<file path="src/hdl/sr_pkg.sv">
// ----------------------------------------------------------------------------
// sr_pkg: shared types and constants for the systematic resampler
// Widths of the weight path, the cumulative sums and the particle indices,
// the control state encoding and the particle count clamp.
// ----------------------------------------------------------------------------
`default_nettype none

package sr_pkg;

  localparam int MAX_PARTICLES = 64;
  localparam int FRAC_W        = 16;                   // weight fraction bits
  localparam int WEIGHT_W      = FRAC_W + 1;           // unsigned Q1.16
  localparam int OFFSET_W      = FRAC_W;               // Q0.16 random fraction
  localparam int IDX_W         = $clog2(MAX_PARTICLES);
  localparam int CNT_W         = IDX_W + 1;            // holds MAX_PARTICLES
  localparam int SUM_W         = 23;                   // running sum width
  localparam int CURSOR_W      = IDX_W + OFFSET_W;     // offset + slot * 1.0
  localparam int PROD_W        = CNT_W + SUM_W;        // N * cumulative sum

  localparam int S_DATA_W      = ((WEIGHT_W + OFFSET_W + 7) / 8) * 8;
  localparam int M_DATA_W      = ((IDX_W + 7) / 8) * 8;

  typedef enum logic [1:0] {
    ST_LOAD,   // taking weights
    ST_READ,   // store read in flight
    ST_CMP     // compare cursor against cumulative sum, emit index
  } sr_state_t;

  // Clamp the register to the supported particle range
  function automatic logic [CNT_W-1:0] eff_count(input logic [CNT_W-1:0] pc);
    logic [CNT_W-1:0] n;
    n = pc;
    if (pc == '0) begin
      n = CNT_W'(1);
    end else if (pc > CNT_W'(MAX_PARTICLES)) begin
      n = CNT_W'(MAX_PARTICLES);
    end
    return n;
  endfunction

endpackage

`default_nettype wire

</file>
<file path="src/hdl/systematic_resampler_top.sv">
// ----------------------------------------------------------------------------
// systematic_resampler_top: systematic resampler for a particle filter
// Accumulates a batch of weights into a cumulative-sum RAM, then walks the
// sums against the systematic cursor and streams out source indices.
// ----------------------------------------------------------------------------
// Weights are taken one per cycle while loading; each item adds its weight to
// the running sum and writes the sum into the cumulative RAM. The item that
// completes the batch (load count reaching the clamped particle_count N)
// starts the resampling walk with that item's random_offset; no weight is
// taken during the walk. The walk is bound by the RAM's registered read: each
// index advance passes through a read state and then a compare state, and
// each index is emitted from the compare state, which waits while the output
// is stalled. The N indices come out in slot order, tlast on the final one. A
// particle_count of 0 acts as 1 and values above 64 act as 64.
// ----------------------------------------------------------------------------
`default_nettype none

module systematic_resampler_top
  import sr_pkg::*;
(
  input  wire logic                clk,
  input  wire logic                rst,
  // configuration: particle_count
  input  wire logic                cfg_wr_en,
  input  wire logic [CNT_W-1:0]    cfg_wr_data,
  // weight items
  input  wire logic                s_tvalid,
  output logic                     s_tready,
  input  wire logic [S_DATA_W-1:0] s_tdata,   // weight[16:0], random_offset[32:17]
  // index items
  output logic                     m_tvalid,
  input  wire logic                m_tready,
  output logic      [M_DATA_W-1:0] m_tdata,   // source_index[5:0]
  output logic                     m_tlast
);

  sr_state_t        state, state_next;
  logic [CNT_W-1:0] particle_count;
  logic [CNT_W-1:0] load_count, load_count_next;
  logic [SUM_W-1:0] running_sum, running_sum_next;
  logic [CNT_W-1:0] n_reg, n_reg_next;
  logic [OFFSET_W-1:0] offset, offset_next;
  logic [IDX_W-1:0] k, k_next;
  logic [IDX_W-1:0] slot, slot_next;
  logic             out_valid_next;
  logic [IDX_W-1:0] out_index, out_index_next;
  logic             out_last, out_last_next;

  logic [WEIGHT_W-1:0] in_weight;
  logic [OFFSET_W-1:0] in_offset;
  logic                in_accept;
  logic [SUM_W-1:0]    sum_add;
  logic [CNT_W-1:0]    count_inc;
  logic [CNT_W-1:0]    n_m1;
  logic [CURSOR_W-1:0] cursor;
  logic [PROD_W-1:0]   scaled_cum;
  logic                advance;
  logic                out_free;

  logic             ram_wr_en;
  logic             ram_rd_en;
  logic [SUM_W-1:0] ram_rd_data;

  assign in_weight = s_tdata[WEIGHT_W-1:0];
  assign in_offset = s_tdata[WEIGHT_W+OFFSET_W-1:WEIGHT_W];
  assign s_tready  = (state == ST_LOAD);
  assign in_accept = s_tvalid && s_tready;

  assign sum_add   = running_sum + SUM_W'(in_weight);
  assign count_inc = load_count + CNT_W'(1);
  assign ram_wr_en = in_accept && !load_count[CNT_W-1];

  // cumulative sums, one entry per particle
  sr_ram #(
    .DEPTH (MAX_PARTICLES),
    .WIDTH (SUM_W)
  ) u_cum_ram (
    .clk     (clk),
    .wr_en   (ram_wr_en),
    .wr_addr (load_count[IDX_W-1:0]),
    .wr_data (sum_add),
    .rd_en   (ram_rd_en),
    .rd_addr (k),
    .rd_data (ram_rd_data)
  );

  // walk compare: advance while k < N-1 and offset + slot*1.0 > N * cum[k]
  assign n_m1       = n_reg - CNT_W'(1);
  assign cursor     = {slot, offset};
  assign scaled_cum = PROD_W'(n_reg) * PROD_W'(ram_rd_data);
  assign advance    = ({1'b0, k} < n_m1) && (PROD_W'(cursor) > scaled_cum);
  assign out_free   = !m_tvalid || m_tready;

  // next state and datapath
  always_comb begin
    state_next       = state;
    load_count_next  = load_count;
    running_sum_next = running_sum;
    n_reg_next       = n_reg;
    offset_next      = offset;
    k_next           = k;
    slot_next        = slot;
    out_valid_next   = m_tvalid && !m_tready;
    out_index_next   = out_index;
    out_last_next    = out_last;
    ram_rd_en        = 1'b0;

    unique case (state)
      ST_LOAD: begin
        if (in_accept) begin
          running_sum_next = sum_add;
          load_count_next  = count_inc;
          if (count_inc >= eff_count(particle_count)) begin
            n_reg_next  = eff_count(particle_count);
            offset_next = in_offset;
            k_next      = '0;
            slot_next   = '0;
            state_next  = ST_READ;
          end
        end
      end
      ST_READ: begin
        ram_rd_en  = 1'b1;
        state_next = ST_CMP;
      end
      ST_CMP: begin
        if (advance) begin
          k_next     = k + IDX_W'(1);
          state_next = ST_READ;
        end else if (out_free) begin
          out_valid_next = 1'b1;
          out_index_next = k;
          out_last_next  = ({1'b0, slot} == n_m1);
          if ({1'b0, slot} == n_m1) begin
            load_count_next  = '0;
            running_sum_next = '0;
            state_next       = ST_LOAD;
          end else begin
            slot_next = slot + IDX_W'(1);
          end
        end
      end
      default: begin
        state_next = ST_LOAD;
      end
    endcase
  end

  // control registers
  always_ff @(posedge clk) begin
    if (rst) begin
      state          <= ST_LOAD;
      particle_count <= CNT_W'(MAX_PARTICLES);
      load_count     <= '0;
      running_sum    <= '0;
      k              <= '0;
      slot           <= '0;
      m_tvalid       <= 1'b0;
    end else begin
      state       <= state_next;
      load_count  <= load_count_next;
      running_sum <= running_sum_next;
      k           <= k_next;
      slot        <= slot_next;
      m_tvalid    <= out_valid_next;
      if (cfg_wr_en) begin
        particle_count <= cfg_wr_data;
      end
    end
  end

  // payload registers
  always_ff @(posedge clk) begin
    n_reg     <= n_reg_next;
    offset    <= offset_next;
    out_index <= out_index_next;
    out_last  <= out_last_next;
  end

  assign m_tdata = M_DATA_W'(out_index);
  assign m_tlast = out_last;

endmodule

`default_nettype wire

</file>
<file path="src/hdl/sr_ram.sv">
// ----------------------------------------------------------------------------
// sr_ram: simple dual-port RAM
// One write port, one read port, read data registered.
// ----------------------------------------------------------------------------
`default_nettype none

module sr_ram #(
  parameter int DEPTH = 64,
  parameter int WIDTH = 23
) (
  input  wire logic                     clk,
  input  wire logic                     wr_en,
  input  wire logic [$clog2(DEPTH)-1:0] wr_addr,
  input  wire logic [WIDTH-1:0]         wr_data,
  input  wire logic                     rd_en,
  input  wire logic [$clog2(DEPTH)-1:0] rd_addr,
  output logic      [WIDTH-1:0]         rd_data
);

  logic [WIDTH-1:0] mem [DEPTH];

  // write port
  always_ff @(posedge clk) begin
    if (wr_en) begin
      mem[wr_addr] <= wr_data;
    end
  end

  // registered read port
  always_ff @(posedge clk) begin
    if (rd_en) begin
      rd_data <= mem[rd_addr];
    end
  end

endmodule

`default_nettype wire

</file>
<file path="config.mk">
export PLATFORM = sky130hd
export DESIGN_NAME = systematic_resampler_top
export DESIGN_NICKNAME = d
export VERILOG_FILES = /design/src/hdl/sr_pkg.sv /design/src/hdl/systematic_resampler_top.sv /design/src/hdl/sr_ram.sv
export SDC_FILE = /design/constraint.sdc
export NUM_CORES = 2
export LEC_CHECK = 0
export BUFFER_PORTS_ARGS = -buffer_cell sky130_fd_sc_hd__buf_4
export CAP_MARGIN = 40
export CORE_ASPECT_RATIO = 1.5
export CORE_MARGIN = 2
export CORE_UTILIZATION = 63
export DETAILED_ROUTE_END_ITERATION = 8
export GPL_ROUTABILITY_DRIVEN = 0
export GPL_TIMING_DRIVEN = 0
export PLACE_DENSITY_LB_ADDON = 0.2
export SLEW_MARGIN = 10
export SYNTH_ARGS = -nofsm -noshare
export SYNTH_HDL_FRONTEND = slang
export SYNTH_SLANG_ARGS = --single-unit
export TNS_END_PERCENT = 10
</file>
<file path="constraint.sdc">
create_clock -name clk -period 9.97 [get_ports clk]
set_clock_uncertainty 0.15 [all_clocks]
set_input_delay 0.4985 -clock clk [delete_from_list [all_inputs] [get_ports clk]]
set_output_delay 0.4985 -clock clk [all_outputs]
set_load 0.03 [all_outputs]
</file>
==> impl_metrics.ini <==
[synth]
synth.area.top_cells = edfxtp_1 (69%), mux4_2 (16%), fa_1 (3.2%), ha_1 (1.9%), dfxtp_1 (1.6%)
synth-seq-cells = 1577
ys_types = 71
ys_seq_area_share_pct = 70.2
syn_inst = 3318
synth.cell_area_um2 = 66700
synth-main-ff-cell = edfxtp_1
synth.avg_cell_area_um2 = 20.1
yosysWarnings = 0
async_flop_share_pct = 0
yosysTopAreaCell = edfxtp_1
synth_edf_count = 1525
yosysTopAreaCellShare_pct = 68.7

[timing]
min_period_ns = 9.70
relSlewSlack_pct = 31.3
rsz0062_at_grt = no
maxSlewViolCount = 0
final.period_utilization_pct = 97.3
worst_slew_pin_slew_ns = 1.03
fmax_ghz = 0.103
hold_viol = 0
final-setup-viol-count = 0
tns_ns = 0

[floorplan]
die_x_um = 270
start_util_pct = 63.4
dieHeight_um = 402
dieArea_um2 = 108000
core_um2 = 105000
io_pins = 63
core.rowCount = 146

[place]
io_buffers = 52
dpl.hpwl_mm = 123

[setup_path]
worstPathRequired_ns = 10.51
reg2reg_from = n_reg[4]
critPathMaxStageDelay_ns = 0.68
r2r_slack_ns = 0.27
end_kind = flip-flop
slowest_stage = a2111oi_4
ff2ff_path_depth = 31
critical_path_class = reg -> reg
reg2reg_to = running_sum[22]
crit_path_max_fanout = 10
cp.arrival_ns = 10.24
cp-start-kind = flip-flop

[global_routing]
grt-ovfl-total = 0
grt_max_degree = 66
grt_usage_pct = 35.5
grt_pass1_wl_mm = 269
grt_pass1_vias = 37740
antenna_found_initial = 17

[power]
p_int_uw = 11600
p_comb_share_pct = 16.0
p_leak_uw = 0.0252
ir_drop_mv = 0.192
switchingPower_uw = 4180
powerDensity_nw_per_um2 = 205
p_sw_share_pct = 26.5
power_uw = 15800
pwr-share-seq_pct = 49.7
p_clk_share_pct = 34.3

[drt]
ant_nets = 0
dr.first_iter.drc_count = 4985
routed_wl_mm = 189
post-route-drc-count = 0
met2_length_mm = 96.6
drt_first_pass_iters = 8
via_count = 36469
met1_length_mm = 58.9
dr_wl_met3_mm = 17.4
viasPerCell = 6.98
avgRoutedWirePerCell_um = 36.2
top_layer = met5

[layout]
top_register = u_cum_ram.mem
top_regs = u_cum_ram.mem: 1472 flops, running_sum: 23 flops, u_cum_ram.rd_data: 23 flops
syn2layout_area_growth_pct = 15.4
nets = 3964
largest_reg_flops = 1472
seq_area_um2 = 46800
multi_input_area_um2 = 19400
final_common_cell = edfxtp_1
fill_cells = 5732
drive_above_1_share_pct = 27.0
mostFrequentLayoutCells = edfxtp_1 (1525), mux4_2 (483), clkbuf_16 (140), inv_1 (134), clkbuf_1 (123)

[clock_network]
path_clk_slew_ns = 0.07
cts_setup_buffers = 0
cts_tree = done
ctsLongestPathBuffers = 3
clk_latency_ns = 0.79
clock-sinks = 1577
clockRootBuffer = clkbuf_16
cts-buffers-inserted = 138
cts_max_level = 4

[hold_path]
min_delay_worst_endpoint = running_sum[2]
hold_path_class = in -> reg
min_from = rst
hold_depth = 3

[status]
status = finished, final reports clean

[job]
drv_cap = 0
[stage by stage]
step	util (%)	area (um^2)	setup slack [ns]	std cells	hold slack [ns]
after floorplan	-	66700	2.66	3319	0.285
after global placement	65.4	68800	0.585	4777	0.309
after detailed placement	68.3	71900	0.489	4929	0.319
after CTS	72.8	76600	0.448	5203	0.0554
after global routing	73.1	76900	0.0416	5222	0.121
final	73.1	76900	0.269	5228	0.124
[kinds of logic (layout without fill, tap and decap cells)]
kind of cell / count (synthesis) / after routing / synth area share, %
DFF: 1577 / 1577 / 70.2
muxes: 495 / 495 / 16.5
and+or+nand+nor: 481 / 481 / 3.64
buffers and inverters: 290 / 785 / 1.66
AOI/OAI and AO/OA: 209 / 209 / 2.10
adders and majority gates: 208 / 208 / 5.09
xor gates and xnor gates: 57 / 57 / 0.749
other: 1 / 10 / 0.00562
[repair_timing]
action                     in CTS  in global routing
hold endpoints to repair       24                  0
hold buffers                   24                  0
setup endpoints to repair       0                  0
resized for setup               0                  0
[critical path: cells and delay by family, from the launching register on]
kind | cells | cell delay [ns]
compound gates | 13 | 3.87
xor+xnor | 1 | 0.12
fa+ha+maj | 6 | 2.46
buf+inv | 6 | 1.25
flops | 1 | 0.34
simple gates | 5 | 1.41
[Yosys cell counts, types with 5 or more instances]
| library cell | count |
|---|---|
| edfxtp_1 | 1525 |
| mux4_2 | 483 |
| inv_1 | 134 |
| nor2_1 | 119 |
| and2_1 | 117 |
| nand2_1 | 112 |
| clkbuf_1 | 108 |
| fa_1 | 105 |
| ha_1 | 103 |
| a21oi_1 | 68 |
| dfxtp_1 | 52 |
| buf_1 | 40 |
| xnor2_1 | 34 |
| o21ai_0 | 27 |
| a21o_1 | 25 |
| nor3_1 | 24 |
| xor2_1 | 23 |
| nand3_1 | 21 |
| and3_1 | 19 |
| nand2b_1 | 13 |
| a31o_1 | 12 |
| mux2i_1 | 10 |
| nand4_1 | 10 |
| a31oi_1 | 8 |
| o21bai_1 | 8 |
| o211ai_1 | 7 |
| o21ai_1 | 7 |
| nand3b_1 | 6 |
| nor2b_1 | 6 |
| nor3b_1 | 6 |
| o21a_1 | 6 |
| a211oi_1 | 5 |
| a22o_1 | 5 |
[how the worst max path moves through the flow]
stage / from / end / slack (ns) / depth (start not counted)
2_1_floorplan: n_reg[4] / slot[4] / 2.66 / 31
3_3_place_gp: n_reg[4] / slot[4] / 0.58 / 31
3_5_place_dp: n_reg[4] / slot[4] / 0.49 / 31
4_1_cts: n_reg[4] / slot[4] / 0.45 / 31
5_1_grt: n_reg[4] / slot[4] / 0.04 / 31
6_report: n_reg[4] / running_sum[22] / 0.27 / 31
[power by group through the flow]
stage / combinational, uW / clock, uW / sequential [uW]
CTS: 2460 / 5430 / 7830
detailed placement: 2430 / 0 / 7980
global placement: 2010 / 0 / 8120
finish: 2520 / 5400 / 7830
floorplan: 1350 / 0 / 8020
global route: 2700 / 5650 / 7830
[final cells by class]
class	instances	area share, %
repair buffers	245	4.30
inverters	135	0.659
diodes	8	0.0260
multi-input cells	1452	25.2
clock inverters	92	1.17
flip-flops and latches	1577	60.9
plain buffers	155	0.789
clock buffers	158	4.64
well taps	1406	2.29
[metal layers]
metal	up-vias	track usage [%]
met4	14	25.3
met1	18914	40.3
met2	2654	59.9
li1	14176	-
met5	-	0
met3	711	8.01
Note: power is estimated with default switching activity, not from simulation.
